<file path="config.mk">
export PLATFORM = sky130hd
export DESIGN_NAME = ppm_divider
export DESIGN_NICKNAME = d
export VERILOG_FILES = /design/src/hw/rtl/ppm_pkg.sv /design/src/hw/rtl/ppm_divider.sv
export SDC_FILE = /design/constraint.sdc
export NUM_CORES = 1
export LEC_CHECK = 0
export BUFFER_PORTS_ARGS = -buffer_cell sky130_fd_sc_hd__buf_4
export CAP_MARGIN = 30
export CORE_ASPECT_RATIO = 1.4
export CORE_UTILIZATION = 52
export DETAILED_ROUTE_END_ITERATION = 8
export GPL_ROUTABILITY_DRIVEN = 0
export GPL_TIMING_DRIVEN = 1
export PLACE_DENSITY = 0.87
export SETUP_SLACK_MARGIN = 0.15
export SLEW_MARGIN = 0
export SYNTH_ARGS = -nofsm -noshare
export SYNTH_HDL_FRONTEND = slang
export SYNTH_SLANG_ARGS = --single-unit
</file>
<file path="constraint.sdc">
create_clock -name clk_i -period 1.9 [get_ports clk_i]
set_input_delay 0.19 -clock clk_i [delete_from_list [all_inputs] [get_ports clk_i]]
set_output_delay 0.19 -clock clk_i [all_outputs]
set_load 0.05 [all_outputs]
</file>
<file path="src/hw/rtl/ppm_pkg.sv">
// Package for the PPM stream decoder: phases, result kinds, error codes and constants.
// No dependencies.
`timescale 1ns / 1ps
package ppm_pkg;
  localparam int DimBitsDef = 16;
  localparam int MaxWordDef = 20;

  typedef enum logic [2:0] {
    PH_SKIP, PH_COMMENT_PRE, PH_WORD, PH_COMMENT_POST, PH_PIXELS, PH_HALT
  } phase_e;

  typedef enum logic [1:0] {
    CTL_IDLE, CTL_DIV, CTL_OUT
  } ctl_e;

  localparam logic [1:0] KIND_HEADER = 2'd0;
  localparam logic [1:0] KIND_PIXEL  = 2'd1;
  localparam logic [1:0] KIND_ERROR  = 2'd2;

  localparam logic [2:0] ERR_MAGIC    = 3'd0;
  localparam logic [2:0] ERR_END      = 3'd1;
  localparam logic [2:0] ERR_MAXVAL   = 3'd2;
  localparam logic [2:0] ERR_EMPTY    = 3'd3;
  localparam logic [2:0] ERR_OVERFLOW = 3'd4;

  localparam logic [7:0] CHAR_P    = 8'h50;
  localparam logic [7:0] CHAR_SIX  = 8'h36;
  localparam logic [7:0] CHAR_HASH = 8'h23;
  localparam logic [7:0] CHAR_LF   = 8'h0a;

  typedef struct packed {
    logic [7:0] sample;
    logic [8:0] maxval;
  } div_req_t;

  function automatic logic is_space(input logic [7:0] c);
    return (c == 8'd32) || (c == 8'd9) || (c == 8'd13) || (c == 8'd10);
  endfunction
endpackage

</file>
<file path="src/hw/rtl/ppm_divider.sv">
// Restoring divider: floor(sample*256/(maxval+1)), saturated to 255, one bit per cycle.
// Depends on ppm_pkg.
`timescale 1ns / 1ps
module ppm_divider import ppm_pkg::*; (
  input  logic     clk_i,
  input  logic     rst_ni,
  input  logic     start_i,
  input  div_req_t req_i,
  output logic     done_o,
  output logic [7:0] quot_o
);
  // Dividend sample*256 has 16 bits; quotient fits in 17 but is saturated.
  logic [15:0] dvd_q, dvd_d;
  logic [9:0]  rem_q, rem_d;
  logic [9:0]  dsr_q, dsr_d;
  logic [16:0] quo_q, quo_d;
  logic [4:0]  cnt_q, cnt_d;
  logic        busy_q, busy_d;
  logic [10:0] trial;

  always_comb begin
    dvd_d = dvd_q; rem_d = rem_q; dsr_d = dsr_q; quo_d = quo_q;
    cnt_d = cnt_q; busy_d = busy_q; done_o = 1'b0;
    trial = {rem_q, dvd_q[15]} - {1'b0, dsr_q};
    if (start_i) begin
      dvd_d = {req_i.sample, 8'd0};
      rem_d = '0;
      dsr_d = {1'b0, req_i.maxval} + 10'd1;
      quo_d = '0;
      cnt_d = 5'd16;
      busy_d = 1'b1;
    end else if (busy_q) begin
      if (cnt_q == 5'd0) begin
        busy_d = 1'b0;
        done_o = 1'b1;
      end else begin
        if (!trial[10]) rem_d = trial[9:0];
        else            rem_d = {rem_q[8:0], dvd_q[15]};
        quo_d = {quo_q[15:0], ~trial[10]};
        dvd_d = {dvd_q[14:0], 1'b0};
        cnt_d = cnt_q - 5'd1;
      end
    end
  end

  assign quot_o = (quo_q > 17'd255) ? 8'd255 : quo_q[7:0];

  always_ff @(posedge clk_i or negedge rst_ni) begin
    if (!rst_ni) begin
      busy_q <= 1'b0;
      cnt_q  <= '0;
    end else begin
      busy_q <= busy_d;
      cnt_q  <= cnt_d;
    end
  end

  always_ff @(posedge clk_i) begin
    dvd_q <= dvd_d; rem_q <= rem_d; dsr_q <= dsr_d; quo_q <= quo_d;
  end
endmodule

</file>
# Word level (Yosys, flattened, before mapping)
# Index checks and enable logic that the tools add are counted.
word_totals:
  ff_bits: 51
  input_bits: 20
  output_inout_bits: 9
  word_cells: 31
classes:
  add_sub_neg: 3
  magnitude_cmp: 1
  eq_ne: 1
  n_mux: 14
  n_bitwise: 2
  reduce_logical: 4
op_table:
  columns: ["cell", "count"]
  rows:
  - ["$mux 16", 3]
  - ["$gt 17x8->1 const B", 1]
  - ["$mux 5", 3]
  - ["$sub 11x10->11", 1]
  - ["$add 9x1->10 const B", 1]
  - ["$mux 10", 1]
  - ["$mux 8", 1]
  - ["$mux 1", 6]
  - ["$logic_not 5->1", 1]
  - ["$sub 5x1->5 const B", 1]
  - ["$reduce_and 2->1", 2]
  - ["$ne 2x2->1 const B", 1]
  - ["$not 1->1", 2]
  - ["$reduce_bool 2->1", 1]

# Logic depth before layout (Yosys ltp)
# Gate-level depths: netlist (run 1).
logic_depth:
  depth_word: 4
  mapped_depth: 10
  ltp_nobuf: 9

# Worst setup path before layout (run 1)
# Ideal clock, no wire load.
synth_path:
  path_kind: "flip-flop to output port"
  startpoint: "reg cnt_q[0]"
  endpoint: "out done_o"
  arrival_time_ns: 1.916
  required_time_ns: 1.710
  slack_ns: -0.206
  path_stages_with_launch: 5
  path_buffers: 0
  cell_sequence: "dfrtp_1 -> inv_1 -> ha_1 -> nand3b_1 -> nor3b_1"
synth_via:
  elab_chain_len: 4
synth_lines:
  columns: ["item", "line", "text"]
  rows:
  - ["start, declared", "ppm_divider.sv:17", "logic [4:0] cnt_q, cnt_d;"]
  - ["start signal, assigned", "ppm_divider.sv:54", "cnt_q <= cnt_d;"]
  - ["$logic_not 5->1", "ppm_divider.sv:33", "if (cnt_q == 5'd0) begin"]
  - ["$mux 1", "ppm_divider.sv:33", null]
  - ["$mux 1", "ppm_divider.sv:32", "end else if (busy_q) begin"]
  - ["$mux 1", "ppm_divider.sv:25", "if (start_i) begin"]
  - ["end, declared", "ppm_divider.sv:9", "output logic done_o,"]
# No other way between the ends.

# Final worst setup path (run 1)
layout_path:
  startpoint: "reg dvd_q[15]"
  endpoint: "reg rem_q[0]"
layout_via:
  elab_chain_len: 2
layout_lines:
  columns: ["item", "line", "text"]
  rows:
  - ["start, declared", "ppm_divider.sv:13", "logic [15:0] dvd_q, dvd_d;"]
  - ["start signal, assigned", "ppm_divider.sv:59", "dvd_q <= dvd_d; rem_q <= rem_d; dsr_q <= dsr_d; quo_q <= quo_d;"]
  - ["$sub 11x10->11", "ppm_divider.sv:24", "trial = {rem_q, dvd_q[15]} - {1'b0, dsr_q};"]
  - ["$mux 10 *", "ppm_divider.sv:37", "if (!trial[10]) rem_d = trial[9:0];"]
  - ["end signal, assigned", "ppm_divider.sv:59", null]
  - ["end, declared", "ppm_divider.sv:14", "logic [9:0] rem_q, rem_d;"]
# Mark *: on every way between the ends. The rest lies on a longest branch, timed or not.
# A chain may end at the register's enable or synchronous reset.

==> results of run 1 <==
critical path, stage by stage, from the launching register on:
cell	delay (ns)
edfxtp_1	0.35
inv_2	0.04
ha_2	0.19
fa_2	0.37
nor2b_4	0.13
o2111ai_2	0.12
nand4_1	0.12
a21o_1	0.17
buf_6	0.13
a211oi_1	0.07
a221o_1	0.28
area by class of cell:
| type | instances | area (µm²) | share of cell area |
|---|---|---|---|
| repair buffers | 58 | 534 | 0.159 |
| clock inverters | 1 | 5.00 | 0.00149 |
| multi-input cells | 176 | 1340 | 0.398 |
| well taps | 64 | 80.1 | 0.0238 |
| clock buffers | 7 | 108 | 0.0319 |
| flip-flops and latches | 51 | 1240 | 0.367 |
| inverters | 17 | 63.8 | 0.0189 |
sequential cells by signal, summed over array words and instances, names as in the netlist:
name    count
dvd_q       8
busy_q      1
quo_q      17
rem_q      10
cnt_q       5
dsr_q      10
report_power, final:
part | internal (mW) | leakage, nW | switching (mW)
registers | 1.28 | 0.473 | 0.0837
clock network | 0.373 | 0.0594 | 0.352
logic | 0.506 | 0.909 | 0.540
total | 2.16 | 1.44 | 0.976
repair_timing:
| action | CTS | global route |
|---|---|---|
| hold endpoints to repair | 6 | 0 |
| gates resized for setup | 23 | 20 |
| endpoints found under the setup margin | 20 | 29 |
| buffers inserted | 3 | 4 |
| pin swaps | 4 | 5 |
| cloned | 0 | 0 |
| hold buffers | 1 | 0 |
stage by stage:
step	power, mW	setup TNS, ns	cells
6_report	3.14	-1.03	374
3_5_place_dp	2.28	-0.771	358
4_1_cts	3.04	-1.03	370
5_1_grt	3.32	-2.54	374
3_3_place_gp	2.23	-0.137	358
2_1_floorplan	1.99	-0.189	256
routing by layer:
layer  share of wire  routed length (µm)  up-vias
met2            0.55                3110       59
met5               0                   0        -
li1                -                   -     1023
met1            0.38                2150     1022
met3           0.035                 196       19
met4           0.029                 162        0
layout by cell type, fill, tap and decap left out, types with 2 or more instances in the layout:
| cell type | n |
|---|---|
| buf_12 | 2 |
| buf_8 | 8 |
| inv_2 | 4 |
| nand2_1 | 21 |
| mux2_2 | 7 |
| dfrtp_1 | 6 |
| a31oi_1 | 3 |
| ha_1 | 11 |
| and2_1 | 2 |
| and4_1 | 2 |
| o211ai_1 | 8 |
| dfxtp_1 | 25 |
| buf_6 | 3 |
| nor3_1 | 2 |
| nor2b_1 | 2 |
| a221o_1 | 2 |
| clkbuf_8 | 6 |
| o21ai_0 | 5 |
| or2_4 | 8 |
| nand2b_1 | 4 |
| a21oi_1 | 5 |
| a22o_1 | 17 |
| nor2_1 | 16 |
| edfxtp_1 | 18 |
| inv_1 | 13 |
| a21o_1 | 3 |
| xor2_1 | 4 |
| nand4_1 | 7 |
| and3_1 | 2 |
| buf_4 | 44 |
| xnor2_1 | 12 |
| nand3_1 | 10 |
| nand3b_1 | 3 |
cells by family after synthesis:
group | Yosys count | share of synthesized area
muxes | 7 | 0.0302
adders and majority gates | 14 | 0.0700
DFF | 51 | 0.472
xor gates and xnor gates | 16 | 0.0537
and+or+nand+nor | 89 | 0.179
buffers and inverters | 29 | 0.0484
AOI/OAI and AO/OA | 50 | 0.147
how the worst max path moves through the flow:
stage                to  cells after the start  slack [ns]       from
5_1_grt        rem_q[0]                      9       -0.29   dsr_q[0]
6_report       rem_q[0]                     10       -0.17  dvd_q[15]
3_3_place_gp   rem_q[0]                      9       -0.07   dsr_q[0]
4_1_cts        rem_q[0]                     10       -0.15  dvd_q[15]
2_1_floorplan  rem_q[2]                      9        -0.1   dsr_q[0]
3_5_place_dp   rem_q[0]                     10       -0.15  dvd_q[15]
==> flow_metrics.env, run 1 <==
export IMPL_outcome="finished with violations"
export IMPL_violations="setup timing"
export IMPL_syn2layout_area_growth_pct=29.1
export IMPL_maxCapViolations=0
export IMPL_arrival_ns=2.27
export IMPL_root_buffer="clkbuf_8"
export IMPL_crit_type="flop to flop"
export IMPL_grt_overflow=0
export IMPL_ant_nets=0
export IMPL_cts_sinks=51
export IMPL_p_leak_nw=1.44
export IMPL_core_mm2=0.00484
export IMPL_nets=343
export IMPL_antenna_found_initial=0
export IMPL_gr_max_usage_layer="met2"
export IMPL_yosysMostFrequentCell="dfxtp_1"
export IMPL_rows=30
export IMPL_setup_ws_ns=-0.172
export IMPL_syn_nets=290
export IMPL_viasPerCell=5.68
export IMPL_grt_use_met2=0.415
export IMPL_synth_top_area_cell="dfxtp_1"
export IMPL_finalCriticalPeriod_ns=2.07
export IMPL_synth_edf_count=18
export IMPL_clock_latency_ns=0.30
export IMPL_cp_end_kind="flop"
export IMPL_worst_pin_slew_ns=0.334
export IMPL_h_tree_depth=2
export IMPL_grt_start_max_net_pins=29
export IMPL_rrSetupSlack_ns=-0.17
export IMPL_ys_top_cells_by_count="dfxtp_1, nand2_1, edfxtp_1"
export IMPL_grt_pass1_vias=2236
export IMPL_n_antenna_cell=0
export IMPL_timing_hold_ws_ns=0.170
export IMPL_die_x_um=61.9
export IMPL_syn_inst=256
export IMPL_synthTopCellsByArea="dfxtp_1, edfxtp_1, ha_1, dfrtp_1, a22o_1"
export IMPL_worstHoldEndpoint="dvd_q[8]"
export IMPL_min_path_cells=2
export IMPL_ys_flop_type="dfxtp_1"
export IMPL_rsz0062_at_grt="true"
export IMPL_p_per_area_mw_per_mm2=932
export IMPL_setup_viol_count_final=11
export IMPL_die_y_um=85.8
export IMPL_use_met1=0.255
export IMPL_hpwl_um=3720
export IMPL_fillCellCount=339
export IMPL_grt_util_met3=0.0498
export IMPL_drv_slew=0
export IMPL_syn_area_per_cell_um2=10.2
export IMPL_worstPathRequired_ns=2.09
export IMPL_drive_above_1_share=0.319
export IMPL_finalInstanceArea_mm2=0.00337
export IMPL_syn_area_mm2=0.00261
export IMPL_clock_skew_ns=0.00433
export IMPL_drtPass1Iterations=4
export IMPL_crit_fanout=5
export IMPL_wl_per_cell_um=15.0
export IMPL_io_pins=29
export IMPL_grt_pass1_wl_um=9340
export IMPL_ys_seq_elements=51
export IMPL_routed_wl_um=5620
export IMPL_start_util=0.539
export IMPL_ys_seq_area_frac=0.472
export IMPL_slew_headroom=0.777
export IMPL_cts_tree="done"
export IMPL_vias=2123
export IMPL_hold_viol=0
export IMPL_ys_warnings_count=0
export IMPL_die_area_mm2=0.00531
export IMPL_r2r_start="dvd_q[15]"
export IMPL_track_usage=0.234
export IMPL_cts_made_buffers=5
export IMPL_drt_drc_violations_left=0
export IMPL_drtIter0Drc=127
export IMPL_worstRegToRegCells=10
export IMPL_peakVddDrop_mv=0.543
export IMPL_fin_crit_sh=1.09
export IMPL_cp_start_kind="flop"
export IMPL_clock_fmax_mhz=483
export IMPL_io_buffers=28
export IMPL_post_place_ws_ns=-0.147
export IMPL_path_clk_slew_ns=0.09
export IMPL_synthArstFlopShare=0.118
export IMPL_post_dp_cell_area_mm2=0.00304
export IMPL_final_util=0.696
export IMPL_r2r_end="rem_q[0]"
export IMPL_cts_buffer_depth=2
export IMPL_hold_path_class="input port to flop"
export IMPL_min_from="req_i[9]"
export IMPL_ys_types=46
export IMPL_synthDominantCellAreaShare=0.207
Power figures use the tool's default switching activity.
==> run 2, diff against run 1 <==
BUFFER_PORTS_ARGS = -buffer_cell sky130_fd_sc_hd__buf_2   (was -buffer_cell sky130_fd_sc_hd__buf_4)
CAP_MARGIN = 10   (was 30)
==> flow_metrics.env, run 2 (synthesis results as in run 1) <==
export IMPL_path_clk_slew_ns=0.09
export IMPL_maxCapViolations=0
export IMPL_switching_share=0.309
export IMPL_post_dp_cell_area_mm2=0.00297
export IMPL_hold_viol=0
export IMPL_core_mm2=0.00484
export IMPL_rrSetupSlack_ns=-0.15
export IMPL_final_util=0.683
export IMPL_arrival_ns=2.24
export IMPL_track_usage=0.223
export IMPL_die_area_mm2=0.00531
export IMPL_die_y_um=85.8
export IMPL_setup_ws_ns=-0.148
export IMPL_crit_fanout=5
export IMPL_finalInstanceArea_mm2=0.00331
export IMPL_violations="setup timing"
export IMPL_io_pins=29
export IMPL_drtIter0Drc=108
export IMPL_n_antenna_cell=0
export IMPL_vias=2125
export IMPL_p_int_mw=2.10
export IMPL_root_buffer="clkbuf_8"
export IMPL_rows=30
export IMPL_cts_made_buffers=5
export IMPL_ant_nets=0
export IMPL_outcome="finished with violations"
export IMPL_p_clk_frac=0.226
export IMPL_p_total_mw=3.04
export IMPL_grt_pass1_wl_um=8860
export IMPL_peakVddDrop_mv=0.538
export IMPL_finalCriticalPeriod_ns=2.05
export IMPL_cp_start_kind="flop"
export IMPL_grt_start_max_net_pins=29
export IMPL_slew_headroom=0.785
export IMPL_drt_drc_violations_left=0
export IMPL_cp_end_kind="flop"
export IMPL_largest_reg_flops=17
export IMPL_die_x_um=61.9
export IMPL_worst_pin_slew_ns=0.319
export IMPL_largest_register="quo_q"
export IMPL_drv_slew=0
export IMPL_io_buffers=28
export IMPL_setup_viol_count_final=11
export IMPL_syn2layout_area_growth_pct=26.8
export IMPL_h_tree_depth=2
export IMPL_cts_sinks=51
export IMPL_grt_overflow=0
export IMPL_crit_type="flop to flop"
export IMPL_worstPathRequired_ns=2.09
export IMPL_stdcell_count=374
export IMPL_grt_pass1_vias=2092
export IMPL_post_place_ws_ns=-0.133
export IMPL_cts_buffer_depth=2
export IMPL_p_leak_nw=1.42
export IMPL_p_sw_mw=0.941
export IMPL_fillCellCount=334
export IMPL_sequentialPowerShare=0.451
export IMPL_antenna_found_initial=0
export IMPL_wl_per_cell_um=14.0
export IMPL_clock_skew_ns=0.00550
export IMPL_dp_cells=358
export IMPL_p_per_area_mw_per_mm2=919
export IMPL_hpwl_um=3660
export IMPL_pwr_share_comb=0.323
export IMPL_top_regs="quo_q (17), dsr_q (10), rem_q (10)"
export IMPL_nets=343
export IMPL_drtPass1Iterations=4
export IMPL_viasPerCell=5.68
export IMPL_hold_path_class="input port to flop"
export IMPL_drive_above_1_share=0.326
export IMPL_timing_hold_ws_ns=0.166
export IMPL_clock_fmax_mhz=488
export IMPL_rsz0062_at_grt="true"
export IMPL_tns_ns=-1.01
export IMPL_fin_crit_sh=1.08
export IMPL_cts_tree="done"
export IMPL_routed_wl_um=5230
export IMPL_mostFrequentLayoutCells="buf_4, dfxtp_1, nand2_1"
export IMPL_clock_latency_ns=0.30
export IMPL_start_util=0.539
run 2: changes by cell type in the layout (fill, tap and decap cells not counted), sizes merged:
cell / change
clkinv: -1
inv: +1
run 2: critical path, stage by stage, from the launching register on:
cell and delay [ns]:
edfxtp_1 0.35, inv_2 0.04, ha_2 0.19, fa_2 0.36, nor2b_4 0.13, o2111ai_2 0.12, nand4_1 0.11, nand3_1 0.13
and2_4 0.22, a221o_1 0.29
run 2: what timing repair did:
action,in CTS,in global routing
resized for setup,33,19
pin swaps,4,1
buffers inserted,4,3
setup endpoints to repair,20,29
hold buffers,1,0
endpoints found under the hold margin,6,0
run 2: power by group through the flow:
stage          logic (mW)  clock network, mW  registers, mW
2_1_floorplan       0.623                  0           1.36
3_3_place_gp        0.838                  0           1.38
3_5_place_dp        0.869                  0           1.38
4_1_cts             0.921              0.697           1.36
5_1_grt              1.10              0.744           1.39
6_report            0.984              0.687           1.37
run 2: routing by layer:
layer | vias up | track usage | part of all wire | wire, µm
met5 | - | 0 | 0 | 0
met4 | 0 | 0.0970 | 0.027 | 143
met3 | 14 | 0.0468 | 0.036 | 186
met2 | 63 | 0.382 | 0.53 | 2790
met1 | 1021 | 0.259 | 0.40 | 2100
li1 | 1027 | - | - | -
run 2: cell type report:
class,count,area [µm²],area share
flip-flops and latches,51,1230,0.373
repair buffers,58,487,0.147
well taps,64,80.1,0.0242
clock buffers,7,96.3,0.0291
inverters,17,63.8,0.0193
multi-input cells,176,1340,0.405
clock inverters,1,6.26,0.00189
run 2: final timing paths:
| kind | startpoint | to | depth (start not counted) |
|---|---|---|---|
| worst max-delay path | dvd_q[15] | rem_q[2] | 9 |
| worst min-delay path | req_i[9] | dvd_q[8] | 2 |
| worst max register to register | dvd_q[15] | rem_q[2] | 9 |
| worst min register to register | quo_q[1] | quo_q[2] | 1 |
| max in group asynchronous | rst_ni | cnt_q[0] | 2 |
| min in group asynchronous | rst_ni | cnt_q[4] | 2 |
==> run 3, diff against run 2 <==
CORE_ASPECT_RATIO = not set   (was 1.4)
RECOVER_POWER = 50   (was not set)
==> flow_metrics.env, run 3 (synthesis results as in run 1) <==
export IMPL_outcome="finished with violations"
export IMPL_violations="setup timing"
export IMPL_cp_slowest_cell="fa_2"
export IMPL_grt_pass1_vias=2055
export IMPL_cts_tree="done"
export IMPL_n_antenna_cell=0
export IMPL_die_y_um=72.8
export IMPL_drtIter0Drc=76
export IMPL_rrSetupSlack_ns=-0.22
export IMPL_h_tree_depth=2
export IMPL_p_leak_nw=1.37
export IMPL_track_usage=0.219
export IMPL_slew_headroom=0.476
export IMPL_hold_path_class="input port to flop"
export IMPL_worstPathRequired_ns=2.09
export IMPL_largest_register="quo_q"
export IMPL_grt_start_max_net_pins=18
export IMPL_dp_cells=361
export IMPL_top_regs="quo_q (17), dsr_q (10), rem_q (10)"
export IMPL_cts_buffer_depth=2
export IMPL_rsz0062_at_grt="true"
export IMPL_io_buffers=28
export IMPL_routed_wl_um=5280
export IMPL_fillCellCount=349
export IMPL_final_common_cell="dfxtp_1"
export IMPL_critPathMaxStageDelay_ns=0.37
export IMPL_cp_start_kind="flop"
export IMPL_peakVddDrop_mv=0.621
export IMPL_cp_end_kind="flop"
export IMPL_p_total_mw=3.00
export IMPL_maxCapViolations=0
export IMPL_crit_fanout=5
export IMPL_drive_above_1_share=0.292
export IMPL_viasPerCell=5.49
export IMPL_mostFrequentLayoutCells="dfxtp_1, buf_4, nand2_1"
export IMPL_arrival_ns=2.32
export IMPL_core_mm2=0.00479
export IMPL_clock_latency_ns=0.30
export IMPL_clock_fmax_mhz=471
export IMPL_largest_reg_flops=17
export IMPL_worst_pin_slew_ns=0.785
export IMPL_vias=2060
export IMPL_die_area_mm2=0.00530
export IMPL_final_util=0.673
export IMPL_ant_nets=0
export IMPL_antenna_found_initial=0
export IMPL_post_place_ws_ns=-0.181
export IMPL_path_cells="inv_2 -> ha_2 -> fa_2 -> nor2b_4 -> o2111ai_2 -> nand4_1 -> a21o_1 -> buf_6 -> a211oi_1 -> a221o_1"
export IMPL_setup_ws_ns=-0.222
export IMPL_timing_hold_ws_ns=0.183
export IMPL_rows=25
export IMPL_hold_viol=0
export IMPL_hpwl_um=3620
export IMPL_root_buffer="clkbuf_8"
export IMPL_drt_drc_violations_left=0
export IMPL_setup_viol_count_final=11
export IMPL_clock_skew_ns=0.00570
export IMPL_drtPass1Iterations=4
export IMPL_grt_overflow=0
export IMPL_stdcell_count=375
export IMPL_fin_crit_sh=1.12
export IMPL_wl_per_cell_um=14.1
export IMPL_cts_sinks=51
export IMPL_cts_made_buffers=5
export IMPL_start_util=0.545
export IMPL_grt_pass1_wl_um=8860
export IMPL_p_per_area_mw_per_mm2=931
export IMPL_crit_type="flop to flop"
export IMPL_syn2layout_area_growth_pct=23.4
export IMPL_nets=341
export IMPL_finalCriticalPeriod_ns=2.12
export IMPL_drv_slew=0
export IMPL_io_pins=29
export IMPL_path_clk_slew_ns=0.09
export IMPL_die_x_um=72.8
run 3: cell types whose count changed in the layout (fill, tap and decap cells not counted), sizes merged:
cell and change:
inv -1, buf -7, clkbuf +5, clkinv +1
run 3: final timing paths:
path / start / to / cells after the start
max in group asynchronous: rst_ni / busy_q / 2
hold / removal: req_i[9] / dvd_q[8] / 2
setup reg to reg: dvd_q[15] / rem_q[0] / 10
setup / recovery: dvd_q[15] / rem_q[0] / 10
min in group asynchronous: rst_ni / cnt_q[1] / 2
hold reg to reg: quo_q[16] / quo_q[16] / 1
run 3: critical path, delay by kind of cell (launching register included):
kind | cells | cell delay (ns)
buffers and inverters | 2 | 0.17
AOI/OAI and AO/OA | 4 | 0.65
and+or+nand+nor | 2 | 0.30
DFF | 1 | 0.35
adders and majority gates | 2 | 0.56
run 3: per-layer routing:
layer / up-vias / part of all wire / GRT usage
met2: 54 / 0.51 / 0.410
met4: 0 / 0.022 / 0.0806
met5: - / 0 / 0
met1: 970 / 0.43 / 0.245
li1: 1023 / - / -
met3: 13 / 0.036 / 0.0414
run 3: where the power goes:
group | internal, mW | leakage (nW) | switching [mW]
Clock | 0.299 | 0.0484 | 0.356
Sequential | 1.28 | 0.473 | 0.0828
Combinational | 0.466 | 0.852 | 0.509
Total | 2.05 | 1.37 | 0.948
run 3: area by class of cell:
class	instances	area (µm²)	share of cell area
multi-input combinational	176	1320	0.410
sequential	51	1230	0.383
timing repair buffer	56	424	0.132
inverter	17	63.8	0.0198
clock buffer	7	86.3	0.0268
clock inverter	1	8.76	0.00272
tap	67	83.8	0.0260
run 3: metrics by stage:
stage	setup TNS [ns]	instance area [µm²]
after floorplan	-0.189	2620
after global placement	-0.291	2960
after detailed placement	-1.09	2960
after CTS	-1.09	3190
after global routing	-2.54	3220
final	-1.70	3220
run 3: what timing repair did:
item                                    4_1_cts  5_1_grt
endpoints found under the setup margin       20       36
gates resized for setup                      31       10
pin swaps                                     4        0
buffers inserted                              3        2
endpoints found under the hold margin         6        0
hold buffers                                  1        0
